**src/rtl/pba_pkg.sv**
```systemverilog
// Shared types and constants for the page bitmap allocator.
package pba_pkg;

	// Busy map storage: pages per memory word
	localparam int WORD_BITS = 8;
	localparam int WORD_LOG  = 3;

	// Configuration port
	localparam int APB_AW = 3;
	localparam int APB_DW = 32;
	localparam int RSV_W  = 13;
	localparam logic REG_RESERVED = 1'b0;

	// Request codes
	localparam logic ACT_ALLOC = 1'b0;
	localparam logic ACT_FREE  = 1'b1;

	typedef enum logic [1:0] {
		ST_OK      = 2'd0,
		ST_NOMEM   = 2'd1,
		ST_DOUBLE  = 2'd2,
		ST_INVALID = 2'd3
	} status_t;

	typedef enum logic [2:0] {
		PASS_CLEAR,
		PASS_RECOUNT,
		PASS_SCAN,
		PASS_CHECK,
		PASS_MARK
	} pass_t;

	typedef enum logic [3:0] {
		S_INIT,
		S_CLEAR,
		S_IDLE,
		S_EVAL,
		S_RECOUNT,
		S_SCAN,
		S_CHECK,
		S_MARK,
		S_RESP
	} state_t;

	typedef struct packed {
		logic        action;
		logic [11:0] first_page;
		logic [12:0] page_count;
		logic [12:0] align_pages;
	} req_t;

	typedef struct packed {
		status_t     status;
		logic [11:0] start_page;
		logic [12:0] allocated_count;
	} res_t;

	// Controller to datapath
	typedef struct packed {
		logic    load;
		logic    go;
		pass_t   kind;
		logic    respond;
		status_t status;
	} cmd_t;

	// Datapath to controller
	typedef struct packed {
		logic bad;
		logic nomem;
		logic is_free;
		logic pass_done;
		logic found;
		logic dbl;
	} sts_t;

endpackage

```
**src/rtl/pba_ctrl.sv**
```systemverilog
// Control state machine for the page bitmap allocator.
module pba_ctrl
	import pba_pkg::*;
(
	input  logic clk,
	input  logic arst_n,
	input  logic start,
	input  logic cfg_we,
	input  sts_t sts,
	output cmd_t cmd,
	output logic busy
);

	state_t  state_q, state_nx;
	status_t status_q, status_nx;
	logic    pend_q;

	// State, held status and pending recount
	always_ff @(posedge clk or negedge arst_n) begin
		if (!arst_n) begin
			state_q  <= S_INIT;
			status_q <= ST_OK;
			pend_q   <= 1'b0;
		end else begin
			state_q  <= state_nx;
			status_q <= status_nx;
			if (cfg_we) begin
				pend_q <= 1'b1;
			end else if (cmd.go && cmd.kind == PASS_RECOUNT) begin
				pend_q <= 1'b0;
			end
		end
	end

	// Next state and commands
	always_comb begin
		state_nx    = state_q;
		status_nx   = status_q;
		cmd.load    = 1'b0;
		cmd.go      = 1'b0;
		cmd.kind    = PASS_CLEAR;
		cmd.respond = 1'b0;
		cmd.status  = status_q;
		unique case (state_q)
			S_INIT: begin
				cmd.go   = 1'b1;
				cmd.kind = PASS_CLEAR;
				state_nx = S_CLEAR;
			end
			S_CLEAR: begin
				if (sts.pass_done) begin
					state_nx = S_IDLE;
				end
			end
			S_IDLE: begin
				if (pend_q) begin
					cmd.go   = 1'b1;
					cmd.kind = PASS_RECOUNT;
					state_nx = S_RECOUNT;
				end else if (start) begin
					cmd.load = 1'b1;
					state_nx = S_EVAL;
				end
			end
			S_EVAL: begin
				if (sts.bad) begin
					status_nx = ST_INVALID;
					state_nx  = S_RESP;
				end else if (sts.nomem) begin
					status_nx = ST_NOMEM;
					state_nx  = S_RESP;
				end else if (sts.is_free) begin
					cmd.go   = 1'b1;
					cmd.kind = PASS_CHECK;
					state_nx = S_CHECK;
				end else begin
					cmd.go   = 1'b1;
					cmd.kind = PASS_SCAN;
					state_nx = S_SCAN;
				end
			end
			S_RECOUNT: begin
				if (sts.pass_done) begin
					state_nx = S_IDLE;
				end
			end
			S_SCAN: begin
				if (sts.pass_done) begin
					if (sts.found) begin
						cmd.go   = 1'b1;
						cmd.kind = PASS_MARK;
						state_nx = S_MARK;
					end else begin
						status_nx = ST_NOMEM;
						state_nx  = S_RESP;
					end
				end
			end
			S_CHECK: begin
				if (sts.pass_done) begin
					if (sts.dbl) begin
						status_nx = ST_DOUBLE;
						state_nx  = S_RESP;
					end else begin
						cmd.go   = 1'b1;
						cmd.kind = PASS_MARK;
						state_nx = S_MARK;
					end
				end
			end
			S_MARK: begin
				if (sts.pass_done) begin
					status_nx = ST_OK;
					state_nx  = S_RESP;
				end
			end
			S_RESP: begin
				cmd.respond = 1'b1;
				state_nx    = S_IDLE;
			end
			default: begin
				state_nx = S_INIT;
			end
		endcase
	end

	assign busy = (state_q != S_IDLE) || pend_q;

endmodule

```
**config.mk**
```make
export PLATFORM = sky130hd
export DESIGN_NAME = pba_ctrl
export DESIGN_NICKNAME = d
export VERILOG_FILES = /design/src/rtl/pba_pkg.sv /design/src/rtl/pba_ctrl.sv
export SDC_FILE = /design/constraint.sdc
export NUM_CORES = 1
export LEC_CHECK = 0
export ABC_CLOCK_PERIOD_IN_PS = 2550
export BUFFER_PORTS_ARGS = -buffer_cell sky130_fd_sc_hd__buf_4
export CORE_AREA = 2 2 39 41
export CTS_CLUSTER_DIAMETER = 200
export CTS_CLUSTER_SIZE = 30
export DETAILED_ROUTE_END_ITERATION = 12
export DIE_AREA = 0 0 41 43
export PLACE_DENSITY = 0.74
export SYNTH_ARGS = -nofsm -noshare
export SYNTH_HDL_FRONTEND = slang
export SYNTH_SLANG_ARGS = --single-unit
```
**constraint.sdc**
```tcl
create_clock -name clk -period 2.55 [get_ports clk]
set_clock_uncertainty 0.1 [all_clocks]
set_input_delay 0.255 -clock clk [delete_from_list [all_inputs] [get_ports clk]]
set_output_delay 0.255 -clock clk [all_outputs]
set_load 0.05 [all_outputs]
```
==> results.md <==
Status:
- The run finished with clean final reports.

Clocking:
- TritonCTS built the clock tree.
- Clock latency on the worst-skew pair, taken at its later pin, is between 0.2 and 0.3 ns.
- The number of clock sinks seen by CTS is 7.
- CTS built an H-tree with a depth of 1.
- The maximum buffer depth of the clock tree is 2.
- The post-cts repair resize count is 0.
- Buffers inserted to repair hold after CTS numbered 1.
- Clock-pin slew was measured on the worst setup and hold paths at 0.05 ns.
- The number of setup buffers added after CTS is 0.
- Buffers inserted during clock tree synthesis total 3.
- The clock root buffer is clkbuf_4.

Pwr:
- Across the VDD grid, the largest voltage drop is 0.5985 mV.
- The analysis attributes to cell leakage a power of around 0.00035 uW.
- The ratio of total power to cell area is 1342 nW/um^2.

STA:
- Headroom to the max-slew limit came out at 0.7015.
- The period utilization is 0.8634.
- The final-report hold violation count is 0.
- The routed design could run at a clock period as short as 2.202 ns.
- The final-report max-slew violation count came to 0.
- The highest clock frequency the design can meet is 454.2 MHz.
- The final setup violation count is 0.
- For the final routed database, the setup TNS stands at 0 ns.
- The slew of the pin with the lowest slew margin is 0.4478 ns.
- Setup repair after global routing left no endpoint under its margin.
- Final hold analysis gives a worst-case slack of 0.08765 ns.

Placement:
- The number of placed instances, taps included, is 89.
- The total of buffers placed on input and output ports is 18.
- The final RePlAce weighted congestion is approximately 0.84.
- The detailed-placement wirelength estimate is 944.9 um.

Critical path:
- The required time of the worst setup path is 2.19 ns.
- The capturing point of the worst reg2reg path is status_q[1].
- The launching instance or port of the critical path is state_q[0].
- The kind of start point of the critical path is a flop.
- Counting cells, the worst reg-to-reg path comes to 4.
- Across all register-to-register paths, the minimum setup slack is 0.65 ns.
- The setup path with the least slack is of type flop to primary output.
- At the worst endpoint, the arrival time is 1.85 ns.
- The largest fanout on the critical path is 13.
- In this run the critical register-to-register path is launched from state_q[0].
- The most critical setup path has its endpoint at cmd[6].
- The element type at the critical path end is a primary output.

Die:
- The floorplan step defined a die boundary enclosing about 1800 sq um.
- From bottom edge to top edge, the die measures 43 um.
- The core area is 1384 sq um.
- The floorplan has 14 rows.
- The number of primary I/O pins is 19.
- The starting density of the core is 0.3825.
- In this run the horizontal extent of the chip is 41 um.

Routing:
- The average detailed-routed wire length per instance is 12.71 um.
- The count of antenna-violating nets left after detailed routing is 0.
- The detailed router finished its first iteration with 11 violations.
- The pre-antenna-repair detailed-routing pass consisted of 4 iterations.
- In the routed layout, each cell is associated on average with a via count of between 5 and 6.
- The final routed wirelength across all metal layers is 1195 um.
- The DRC violation count after routing is 0.
- The number of vias in the routed layout is 490.

Worst hold path:
- The worst hold-check path type is primary input to flop.

Synth:
- The portion of synthesized cell area occupied by the leading cell type is 0.3310.
- Counting flops and latches in the post-synthesis netlist gives 7.
- The largest total area in the synthesized netlist belongs to dfrtp_1.
- The netlist uses 28 different library cells.
- The share of the Yosys chip area taken by registers is 0.3310.
- By area the synthesized netlist is led by dfrtp_1 (33%), nand4bb_4 (5.2%), mux2_1 (4.3%).
- For this run, the number of Yosys warnings is 0.
- Dividing the synthesized area by the synthesized cell count gives 9.285 sq um.
- The net count of the mapped netlist is 67.
- The number of cells produced by synthesis is 57.
- The cell area that synthesis handed to floorplanning was 529.3 sq um.

GRT:
- The maximum number of pins on one net before global-route repair is 14.
- Summed over all layers, the global routing overflow is 0.
- The number of global-route vias before repair is 439.
- The first global-routing pass estimated 1911 um of wire.
- The number of antenna violations at the first check in global routing was 0.
- The total routing resource utilization after global routing is 0.1596.

Layout:
- The layout cell share with drive strength beyond 1 is 0.3718.
- The number of non-filler instances in the completed layout is 94.
- The utilization after layout is 0.5181.
- The count of antenna diodes in the layout is 0.
- The area growth from synthesis to layout is 35.46%.
- For this run, the post-layout net count is 89.

Flow run:
- Across the run, the number of max-cap violations was 0.
per-stage QoR:
stage	setup slack [ns]	power, uW	area (sq um)
after floorplan	0.1893	712.2	535.5
after global placement	0.6513	851.1	680.7
after detailed placement	0.6332	864.9	680.7
after CTS	0.3609	968.4	716.9
after global routing	0.2177	1023	716.9
final	0.3484	962.3	716.9
cell families after synthesis:
logic type	share of synthesized area
AND/OR/NAND/NOR	0.3712
XOR/XNOR	0.01655
AO/OA/AOI/OAI	0.1631
flip-flops	0.3310
buffers and inverters	0.05438
multiplexers	0.06383
flip-flops by register name, summed over array words and instances (netlist names):
register / flops
pend_q: 1
status_q: 2
state_q: 4
worst min-delay path by stage:
stage	start	end	slack, ns	cells past startpoint
after floorplan	arst_n	pend_q	-0.14	0
after global placement	arst_n	state_q[3]	-0.03	1
after detailed placement	arst_n	state_q[3]	-0.03	1
after CTS	cfg_we	pend_q	0.08	2
after global routing	cfg_we	pend_q	0.1	2
final	cfg_we	pend_q	0.09	2
cell usage after synthesis (all sizes together):
cell type  instances
a21o               2
a21oi              2
a22oi              1
and2b              1
and3b              1
and4               1
buf                2
dfrtp              7
inv                5
mux2               3
nand2              5
nand2b             2
nand4              1
nand4bb            1
nor2               6
nor2b              2
nor3b              1
nor4b              2
o211ai             3
o21ai              3
o221a              1
or3                1
or4                2
or4b               1
xor2               1
power breakdown:
part / internal, uW / total [uW] / switching, uW
sequential: 164 / 268 / 104
clock: 59.6 / 98.2 / 38.6
combinational: 256 / 596 / 340
cells in the final DEF (no fill, tap or decap):
cell	instances
a22oi_2	1
or4b_4	1
clkbuf_1	1
a21oi_1	2
and2b_4	1
inv_1	5
nor2b_1	2
nor3b_1	1
nor2_1	6
xor2_1	1
o211ai_1	3
nand4bb_4	1
or3_1	1
nor4b_2	2
and3b_1	1
a21o_1	2
mux2_1	2
and4_4	1
nand2b_1	2
buf_4	18
o221a_1	1
nand4_1	1
dfrtp_1	7
or4_1	2
mux2_2	1
o21ai_0	1
clkbuf_4	3
nand2_1	5
o21ai_1	2
dlygate4sd3_1	1
cell type report:
| type | instances | area [sq um] |
|---|---|---|
| Clock buffer | 4 | 26.28 |
| Fill cell | 132 | 666.9 |
| Inverter | 5 | 18.77 |
| Multi-Input combinational cell | 43 | 331.6 |
| Sequential cell | 7 | 175.2 |
| Tap cell | 16 | 20.02 |
| Timing Repair Buffer | 19 | 145.1 |
critical path, cell delays in order (launching register included):
cell      delay [ns]
dfrtp_1         0.53
nor4b_2         0.44
nand2_1         0.16
o211ai_1        0.14
nand2b_1        0.13
buf_4           0.19
layer usage:
layer / global-route usage / share of wire / wire (um) / up-vias
li1: - / - / - / 249
met1: 0.2174 / 0.47 / 556 / 225
met2: 0.2219 / 0.46 / 550 / 14
met3: 0.03141 / 0.056 / 67 / 2
met4: 0.1000 / 0.018 / 21 / 0
met5: 0 / 0 / 0 / -
Power figures use the tool's default switching activity.
